File: config.mk
export PLATFORM = sky130hd
export DESIGN_NAME = lifo_stack_with_search
export DESIGN_NICKNAME = d
export VERILOG_FILES = /design/src/hdl/lss_pkg.sv /design/src/hdl/lss_ram.sv /design/src/hdl/lifo_stack_with_search.sv
export SDC_FILE = /design/constraint.sdc
export NUM_CORES = 1
export LEC_CHECK = 0
export ABC_AREA = 1
export BUFFER_PORTS_ARGS = -buffer_cell sky130_fd_sc_hd__buf_2
export CAP_MARGIN = 20
export CORE_MARGIN = 3
export CORE_UTILIZATION = 55
export CTS_CLUSTER_DIAMETER = 200
export DETAILED_ROUTE_END_ITERATION = 12
export PLACE_DENSITY = 0.86
export SYNTH_ARGS = -nofsm -noshare
export SYNTH_HDL_FRONTEND = slang
export SYNTH_SLANG_ARGS = --single-unit
File: constraint.sdc
create_clock -name clock -period 4.5 [get_ports clock]
set_input_delay 0.225 -clock clock [delete_from_list [all_inputs] [get_ports clock]]
set_output_delay 0.225 -clock clock [all_outputs]
set_load 0.01 [all_outputs]
File: src/hdl/lss_pkg.sv
package lss_pkg;

   localparam int unsigned WORD_W = 32;

   typedef enum logic [1:0] {
      MODE_PUSH   = 2'd0,
      MODE_POP    = 2'd1,
      MODE_DUMP   = 2'd2,
      MODE_SEARCH = 2'd3
   } mode_type;

   typedef enum logic [1:0] {
      ST_OK       = 2'd0,
      ST_OVERFLOW = 2'd1,
      ST_EMPTY    = 2'd2
   } status_type;

   typedef enum logic [1:0] {
      S_IDLE,
      S_POP,
      S_DUMP,
      S_SEARCH
   } state_type;

endpackage

File: src/hdl/lss_ram.sv
module lss_ram
   import lss_pkg::*;
#(
   parameter int unsigned DEPTH  = 8,
   parameter int unsigned ADDR_W = 3
) (
   input  logic              clock,
   input  logic              wr_en,
   input  logic [ADDR_W-1:0] wr_addr,
   input  logic [WORD_W-1:0] wr_data,
   input  logic              rd_en,
   input  logic [ADDR_W-1:0] rd_addr,
   output logic [WORD_W-1:0] rd_data
);

   logic [WORD_W-1:0] mem [DEPTH];
   logic [WORD_W-1:0] rd_data_ff;

   always_ff @(posedge clock) begin
      if (wr_en) begin
         mem[wr_addr] <= wr_data;
      end
   end

   always_ff @(posedge clock) begin
      if (rd_en) begin
         rd_data_ff <= mem[rd_addr];
      end
   end

   assign rd_data = rd_data_ff;

endmodule

File: src/hdl/lifo_stack_with_search.sv
// Latency: push, and any operation on an empty stack, answers in the cycle after start.
// Pop data goes via the RAM read and output registers; dump gives one beat a cycle.
// Search walks one entry a cycle from the top, one port read each, to a hit or the bottom.
// Throughput: push and empty-stack answers one per cycle; others hold busy to the last beat.
// Reset (synchronous, active high) empties the stack; stored words are not cleared.
module lifo_stack_with_search
   import lss_pkg::*;
#(
   parameter int unsigned DEPTH = 8
) (
   input  logic               clock,
   input  logic               reset,
   input  logic               start,
   output logic               busy,
   input  logic [1:0]         req_mode,
   input  logic signed [31:0] req_value,
   output logic               rsp_strobe,
   output logic [1:0]         rsp_status,
   output logic signed [31:0] rsp_data,
   output logic               rsp_found,
   output logic               rsp_last
);

   localparam int unsigned CNT_W = $clog2(DEPTH + 1);
   localparam int unsigned IDX_W = (DEPTH > 1) ? $clog2(DEPTH) : 1;

   state_type         state_ff, state_in;
   logic [CNT_W-1:0]  fill_ff, fill_in;
   logic [IDX_W-1:0]  ptr_ff, ptr_in;
   logic [WORD_W-1:0] value_ff, value_in;

   logic              strobe_ff, strobe_in;
   status_type        status_ff, status_in;
   logic [WORD_W-1:0] data_ff, data_in;
   logic              found_ff, found_in;
   logic              last_ff, last_in;

   logic              wr_en, rd_en;
   logic [IDX_W-1:0]  wr_addr, rd_addr;
   logic [WORD_W-1:0] wr_data, rd_data;

   logic              accept, empty, full, hit;
   logic [IDX_W-1:0]  top_idx;
   mode_type          mode;

   assign busy    = (state_ff != S_IDLE);
   assign accept  = start && !busy;
   assign mode    = mode_type'(req_mode);
   assign empty   = (fill_ff == '0);
   assign full    = (fill_ff == CNT_W'(DEPTH));
   assign top_idx = IDX_W'(fill_ff - 1'b1);
   assign hit     = (rd_data == value_ff);

   lss_ram #(
      .DEPTH  (DEPTH),
      .ADDR_W (IDX_W)
   ) u_ram (
      .clock   (clock),
      .wr_en   (wr_en),
      .wr_addr (wr_addr),
      .wr_data (wr_data),
      .rd_en   (rd_en),
      .rd_addr (rd_addr),
      .rd_data (rd_data)
   );

   always_comb begin
      state_in = state_ff;
      case (state_ff)
         S_IDLE: begin
            if (accept && !empty) begin
               case (mode)
                  MODE_POP:    state_in = S_POP;
                  MODE_DUMP:   state_in = S_DUMP;
                  MODE_SEARCH: state_in = S_SEARCH;
                  default:     state_in = S_IDLE;
               endcase
            end
         end
         S_POP: begin
            state_in = S_IDLE;
         end
         S_DUMP: begin
            if (ptr_ff == '0) begin
               state_in = S_IDLE;
            end
         end
         S_SEARCH: begin
            if (hit || ptr_ff == '0) begin
               state_in = S_IDLE;
            end
         end
         default: begin
            state_in = S_IDLE;
         end
      endcase
   end

   always_comb begin
      strobe_in = 1'b0;
      status_in = ST_OK;
      data_in   = '0;
      found_in  = 1'b0;
      last_in   = 1'b1;
      fill_in   = fill_ff;
      ptr_in    = ptr_ff;
      value_in  = value_ff;
      wr_en     = 1'b0;
      wr_addr   = IDX_W'(fill_ff);
      wr_data   = req_value;
      rd_en     = 1'b0;
      rd_addr   = ptr_ff - 1'b1;
      case (state_ff)
         S_IDLE: begin
            if (accept) begin
               value_in = req_value;
               ptr_in   = top_idx;
               rd_addr  = top_idx;
               if (mode == MODE_PUSH) begin
                  strobe_in = 1'b1;
                  if (full) begin
                     status_in = ST_OVERFLOW;
                  end else begin
                     wr_en   = 1'b1;
                     fill_in = fill_ff + 1'b1;
                  end
               end else if (empty) begin
                  strobe_in = 1'b1;
                  status_in = ST_EMPTY;
               end else begin
                  rd_en = 1'b1;
                  if (mode == MODE_POP) begin
                     fill_in = fill_ff - 1'b1;
                  end
               end
            end
         end
         S_POP: begin
            strobe_in = 1'b1;
            data_in   = rd_data;
         end
         S_DUMP: begin
            strobe_in = 1'b1;
            data_in   = rd_data;
            last_in   = (ptr_ff == '0);
            if (ptr_ff != '0) begin
               rd_en  = 1'b1;
               ptr_in = ptr_ff - 1'b1;
            end
         end
         S_SEARCH: begin
            if (hit || ptr_ff == '0) begin
               strobe_in = 1'b1;
               found_in  = hit;
            end else begin
               rd_en  = 1'b1;
               ptr_in = ptr_ff - 1'b1;
            end
         end
         default: begin
            strobe_in = 1'b0;
         end
      endcase
   end

   always_ff @(posedge clock) begin
      if (reset) begin
         state_ff  <= S_IDLE;
         fill_ff   <= '0;
         strobe_ff <= 1'b0;
      end else begin
         state_ff  <= state_in;
         fill_ff   <= fill_in;
         strobe_ff <= strobe_in;
      end
   end

   always_ff @(posedge clock) begin
      ptr_ff    <= ptr_in;
      value_ff  <= value_in;
      status_ff <= status_in;
      data_ff   <= data_in;
      found_ff  <= found_in;
      last_ff   <= last_in;
   end

   assign rsp_strobe = strobe_ff;
   assign rsp_status = status_ff;
   assign rsp_data   = data_ff;
   assign rsp_found  = found_ff;
   assign rsp_last   = last_ff;

endmodule

==> results of run 1 <==
metrics by stage:
stage | std cells | area, um^2 | power, mW | util
2_1_floorplan | 1113 | 14000 | 6.71 | -
3_5_place_dp | 1476 | 14800 | 7.54 | 0.600
4_1_cts | 1549 | 16000 | 10.3 | 0.647
6_report | 1551 | 16000 | 10.3 | 0.649
3_3_place_gp | 1474 | 14800 | 7.39 | 0.598
5_1_grt | 1550 | 16000 | 10.9 | 0.649
cell families after synthesis:
group / count (synthesis) / share of synthesized area
xor+xnor: 26 / 0.0162
simple gates: 374 / 0.102
flops: 366 / 0.752
buf+inv: 125 / 0.0388
compound gates: 212 / 0.0823
fa+ha+maj: 9 / 0.00802
mux: 1 / 0.000713
metal layers:
metal	vias up	wire, um	part of all wire	GRT usage
met5	-	0	0	0
met3	80	2630	0.088	0.0393
met2	495	14700	0.49	0.349
met1	4299	11700	0.39	0.273
met4	0	833	0.028	0.0868
li1	4060	-	-	-
worst max-delay path, cell delays in order, from the launching register on:
cell	delay, ns
dfxtp_1	0.33
inv_1	0.12
ha_1	0.24
nand2_4	0.11
inv_2	0.42
nand3_1	0.27
inv_1	0.17
nand2_1	0.18
nor2_4	0.58
buf_4	0.39
state kept, by name, indices dropped and copies added, names as in the netlist:
name,count
u_ram.mem,256
rsp_data,32
u_ram.rd_data,32
value_ff,32
fill_ff,4
ptr_ff,3
rsp_status,2
state_ff,2
rsp_found,1
rsp_last,1
rsp_strobe,1
path summary, 6_finish.rpt:
check | end
worst max register to register | u_ram.mem[5][22]
worst min register to register | rsp_data[8]
worst max-delay path | u_ram.mem[5][22]
worst min-delay path | u_ram.mem[2][9]
power by group through the flow:
stage	logic, mW	clock network [mW]	registers, mW
after floorplan	2.21	0	4.50
after global placement	2.90	0	4.49
after detailed placement	3.03	0	4.51
after CTS	3.09	2.80	4.45
after global routing	3.44	2.94	4.48
final	3.12	2.78	4.45
layout by cell type (no fill, tap or decap), types with 8 or more instances in the layout:
cell and count:
edfxtp_1 323, ha_1 9, buf_4 14, dfxtp_1 43, xnor2_1 24, a31oi_1 33, clkbuf_1 8, clkinv_1 11
o21ai_0 95, o21ai_1 42, dlygate4sd3_1 11, inv_1 70, nand2_1 106, nor2_1 249, buf_2 74, o22ai_1 32
clkbuf_16 35
area by class of cell:
type                            count  area, um^2
Sequential cell                   366       10600
Fill cell                        1705        8670
Multi-Input combinational cell    622        3020
Clock buffer                       43         906
Timing Repair Buffer              103         681
Tap cell                          324         405
Inverter                           73         274
Clock inverter                     19         160
Antenna cell                        1        2.50
==> results.ini, run 1 <==
[hold_path]
hold_depth = 1
hold_start = req_value[9]
hold_path_class = in -> reg

[global_route]
grt_pass1_vias = 8857
grt_overflow = 0
track_usage = 0.209
grt_max_degree = 129
grt_pass1_wl_um = 45800
antenna_found_initial = 1

[routing]
final_antenna_net_count = 0
vias_per_cell = 5.76
vias = 8934
drt-total-wl_um = 29900
first_pass_iters = 5
drcViolationCount = 0
post_drt_wl_per_cell_um = 19.3
first_iter_violations = 909

[logic_synthesis]
ys_types = 29
synth_top_area_frac = 0.691
synth_seq_cells = 366
yosysMostFrequentCell = edfxtp_1
synth.largest_area_cell = edfxtp_1
ys.flop_type = edfxtp_1
synthCells = 1113
synthTopCellsByArea = edfxtp_1 69%, nor2_1 6.8%, dfxtp_1 6.1%, o21ai_0 3.4%, nand2_1 2.8%
syn_avg_cell_area_um2 = 12.6
synth.yosys.seq_area_share = 0.752
async_flop_share = 0
synth_nets = 1159
yosysWarnings = 0
synth_edf_count = 323
syn_area_mm2 = 0.0140
synth_common_cells = 323 x edfxtp_1, 254 x nor2_1, 106 x nand2_1

[placement]
routabilityCongestion = 0.843
place_ws_ns = 1.35
dp_hpwl_um = 16300
io_buffers = 74

[timing]
worst_slew_pin_slew_ns = 1.01
setup_viol = 0
finalCritPeriodShare = 0.698
slew_viol_final = 0
rsz0062_at_grt = false
hold_viol_final = 0
tns_ns = 0
fmax_mhz = 319
clock_skew_ns = 0.0146
fin_crit_ns = 3.14
slew_headroom = 0.326
holdWs_ns = 0.0132
worst_slack_ns = 1.36

[cts]
hold_buffers = 11
htreeDepth = 2
post_cts_buffers = 0
cts_made_buffers = 35
clock_sinks = 366
clk_pin_slew_worst_paths_ns = 0.07
cts_max_path_buffers = 3
cts-root-buf = clkbuf_16
cts_tree = yes
clk_latency_ns = 0.52
cts-resized-gates = 0

[floorplanning]
initial_utilization = 0.569
pin_count = 75
rows = 57
die_y_um = 166
core_area_mm2 = 0.0247
dieArea_mm2 = 0.0275
fp.dieW_um = 166

[status]
status = finished clean

[setup_path]
rrSetupSlack_ns = 1.36
crit_fanout = 22
ff2ff_path_depth = 9
critPathLaunch = state_ff[0]
critPathLaunchType = flop
required_ns = 4.69
regToRegStartpoint = state_ff[0]
crit_path_end_kind = flop
crit_type = reg -> reg
arrival_ns = 3.33

[pwr]
switchingPower_mw = 3.49
irDropWorstVdd_mv = 0.403
leakage_nw = 5.93
pwr-share-seq = 0.430
swShare = 0.338
powerDensity_mw_per_mm2 = 646
p_clk_frac = 0.269
p_comb_frac = 0.301
p_int_mw = 6.85

[cells_and_area]
nNetsFinal = 1247
drive_gt1_frac = 0.124
syn2layout_area_growth_pct = 14.0

[run]
max-cap-violations = 0

Note: power is estimated with default switching activity, not from simulation.
==> run 2, diff against run 1 <==
--- a/config.mk
+++ b/config.mk
@@ -5,14 +5,14 @@
 export SDC_FILE = /design/constraint.sdc
 export NUM_CORES = 1
 export LEC_CHECK = 0
-export ABC_AREA = 1
+export ABC_AREA = 0
 export BUFFER_PORTS_ARGS = -buffer_cell sky130_fd_sc_hd__buf_2
 export CAP_MARGIN = 20
 export CORE_MARGIN = 3
-export CORE_UTILIZATION = 55
+export CORE_UTILIZATION = 59
 export CTS_CLUSTER_DIAMETER = 200
 export DETAILED_ROUTE_END_ITERATION = 12
-export PLACE_DENSITY = 0.86
+export PLACE_DENSITY = 0.87
 export SYNTH_ARGS = -nofsm -noshare
 export SYNTH_HDL_FRONTEND = slang
 export SYNTH_SLANG_ARGS = --single-unit
==> constraint.sdc (replaced) <==
create_clock -name clock -period 2.9 [get_ports clock]
set_input_delay 0.145 -clock clock [delete_from_list [all_inputs] [get_ports clock]]
set_output_delay 0.145 -clock clock [all_outputs]
set_load 0.01 [all_outputs]
==> results.ini, run 2 <==
[placement]
place_area_mm2 = 0.0150
dp.cells = 1042
routabilityCongestion = 0.826
dp_hpwl_um = 16100
io_buffers = 74

[setup_path]
slowest_delay_ns = 0.58
critPathLaunchType = flop
worst-path-buf-inv = 4
cp_top_family = multiplexers
arrival_ns = 3.11
crit_fanout = 12
rrSetupSlack_ns = 0.06
cp_slowest_cell = mux4_1
crit_chain = inv_1, ha_2, nand2_4, inv_6, mux2i_4, buf_4, buf_8, mux4_1, mux2_2
crit_type = reg -> reg
crit_path_end_kind = flop
required_ns = 3.17

[floorplanning]
dieArea_mm2 = 0.0254
pin_count = 75
die_y_um = 159
initial_utilization = 0.606
core_area_mm2 = 0.0229
rows = 55
fp.dieW_um = 159

[pwr]
leakage_nw = 5.89
power.total_mw = 16.5
irDropWorstVdd_mv = 0.501
powerDensity_mw_per_mm2 = 996

[cts]
cts_tree = yes
clock_sinks = 366
cts-root-buf = clkbuf_16
clk_pin_slew_worst_paths_ns = 0.06
htreeDepth = 2
clk_latency_ns = 0.53
cts_made_buffers = 37
cts_max_path_buffers = 3

[cells_and_area]
nNetsFinal = 853
layout.cells.non_filler = 1148
top_register = u_ram.mem
finish.instance_area_mm2 = 0.0166
drive_gt1_frac = 0.255
largest_reg_flops = 256
final_cell_mix = 323 x edfxtp_1, 74 x buf_2, 58 x mux4_1, 41 x dfxtp_1, 39 x clkbuf_16
fill_cells = 1239
syn2layout_area_growth_pct = 19.5
final_common_cell = edfxtp_1
n_antenna_cell = 0
finish.utilization = 0.724

[global_route]
grt_pass1_wl_um = 44700
antenna_found_initial = 0
track_usage = 0.237
grt_max_degree = 51
grt_overflow = 0
grt_pass1_vias = 7203

[logic_synthesis]
ys.flop_type = edfxtp_1
synth_common_cells = 323 x edfxtp_1, 58 x mux4_1, 43 x dfxtp_1
synth_nets = 695
syn_avg_cell_area_um2 = 21.4
synth_seq_cells = 366
synthTopCellsByArea = edfxtp_1 70%, mux4_1 11%, dfxtp_1 6.2%, mux2_2 2.7%, xor2_1 2.3%
synth_top_area_frac = 0.698
yosysMostFrequentCell = edfxtp_1
ys_types = 39
yosysWarnings = 0
async_flop_share = 0
synth.largest_area_cell = edfxtp_1
syn_area_mm2 = 0.0139
synth.yosys.seq_area_share = 0.760
synth_edf_count = 323
synthCells = 649

[routing]
vias_per_cell = 6.08
vias = 6982
first_pass_iters = 5
first_iter_violations = 628
post_drt_wl_per_cell_um = 26.8
drt-total-wl_um = 30800
drcViolationCount = 0
final_antenna_net_count = 0

[timing]
fmax_mhz = 352
slew_headroom = 0.481
slew_viol_final = 0
worst_slew_pin_slew_ns = 0.759
hold_viol_final = 0
fin_crit_ns = 2.84
clock_skew_ns = 0.0186
finalCritPeriodShare = 0.980
holdWs_ns = 0.0366
setup_viol = 0

[run]
max-cap-violations = 0

[hold_path]
hold_path_class = in -> reg

[status]
status = finished clean

==> run 2: cells by family after synthesis <==
logic type                 after synthesis  share of synthesized area
DFF                                    366                      0.760
muxes                                  101                      0.149
and+or+nand+nor                         89                     0.0351
xor gates and xnor gates                39                     0.0246
buffers and inverters                   30                     0.0148
AOI/OAI and AO/OA                       15                    0.00757
adders and majority gates                9                    0.00811
==> run 2: power by group <==
group | internal [mW] | leakage [nW] | switching [mW]
Sequential | 6.63 | 3.29 | 0.319
Combinational | 2.34 | 2.01 | 2.51
Clock | 2.82 | 0.586 | 1.90
Total | 11.8 | 5.89 | 4.73
==> run 2: routing by layer <==
layer / vias to the layer above / wire length (um) / GRT usage / part of all wire
met4: 0 / 712 / 0.0919 / 0.023
met2: 424 / 15600 / 0.397 / 0.51
met1: 3531 / 11900 / 0.314 / 0.39
met5: - / 0 / 0 / 0
met3: 60 / 2580 / 0.0453 / 0.084
li1: 2967 / - / - / -
==> run 2: final timing paths <==
check | from | end | depth (start not counted)
setup / recovery | state_ff[0] | u_ram.rd_data[8] | 9
hold / removal | req_mode[0] | state_ff[0] | 4
setup reg to reg | state_ff[0] | u_ram.rd_data[8] | 9
hold reg to reg | u_ram.rd_data[25] | rsp_data[25] | 1
==> run 2: worst min-delay path, stage by stage <==
cell     delay [ns]
buf_2          0.15
nand2_1        0.06
or4_1          0.09
o31ai_1        0.05
==> run 2: stage by stage <==
stage,worst slack (ns),setup TNS [ns]
2_1_floorplan,-0.226,-48.65
5_1_grt,-0.00156,-0.00209
3_5_place_dp,0.0921,0
6_report,0.0585,0
3_3_place_gp,0.166,0
4_1_cts,0.00326,0
==> run 2: what timing repair did <==
item	4_1_cts	5_1_grt
hold buffers	35	0
setup buffers	0	1
gates resized for setup	0	10
endpoints found under the setup margin	0	50
endpoints found under the hold margin	295	0
==> run 2: final cells by class <==
class | instances | area, um^2 | area share
Clock buffer | 51 | 1020 | 0.0615
Clock inverter | 16 | 186 | 0.0112
Inverter | 8 | 35.0 | 0.00211
Multi-Input combinational cell | 253 | 3240 | 0.195
Sequential cell | 366 | 10600 | 0.637
Tap cell | 313 | 392 | 0.0236
Timing Repair Buffer | 141 | 1160 | 0.0697
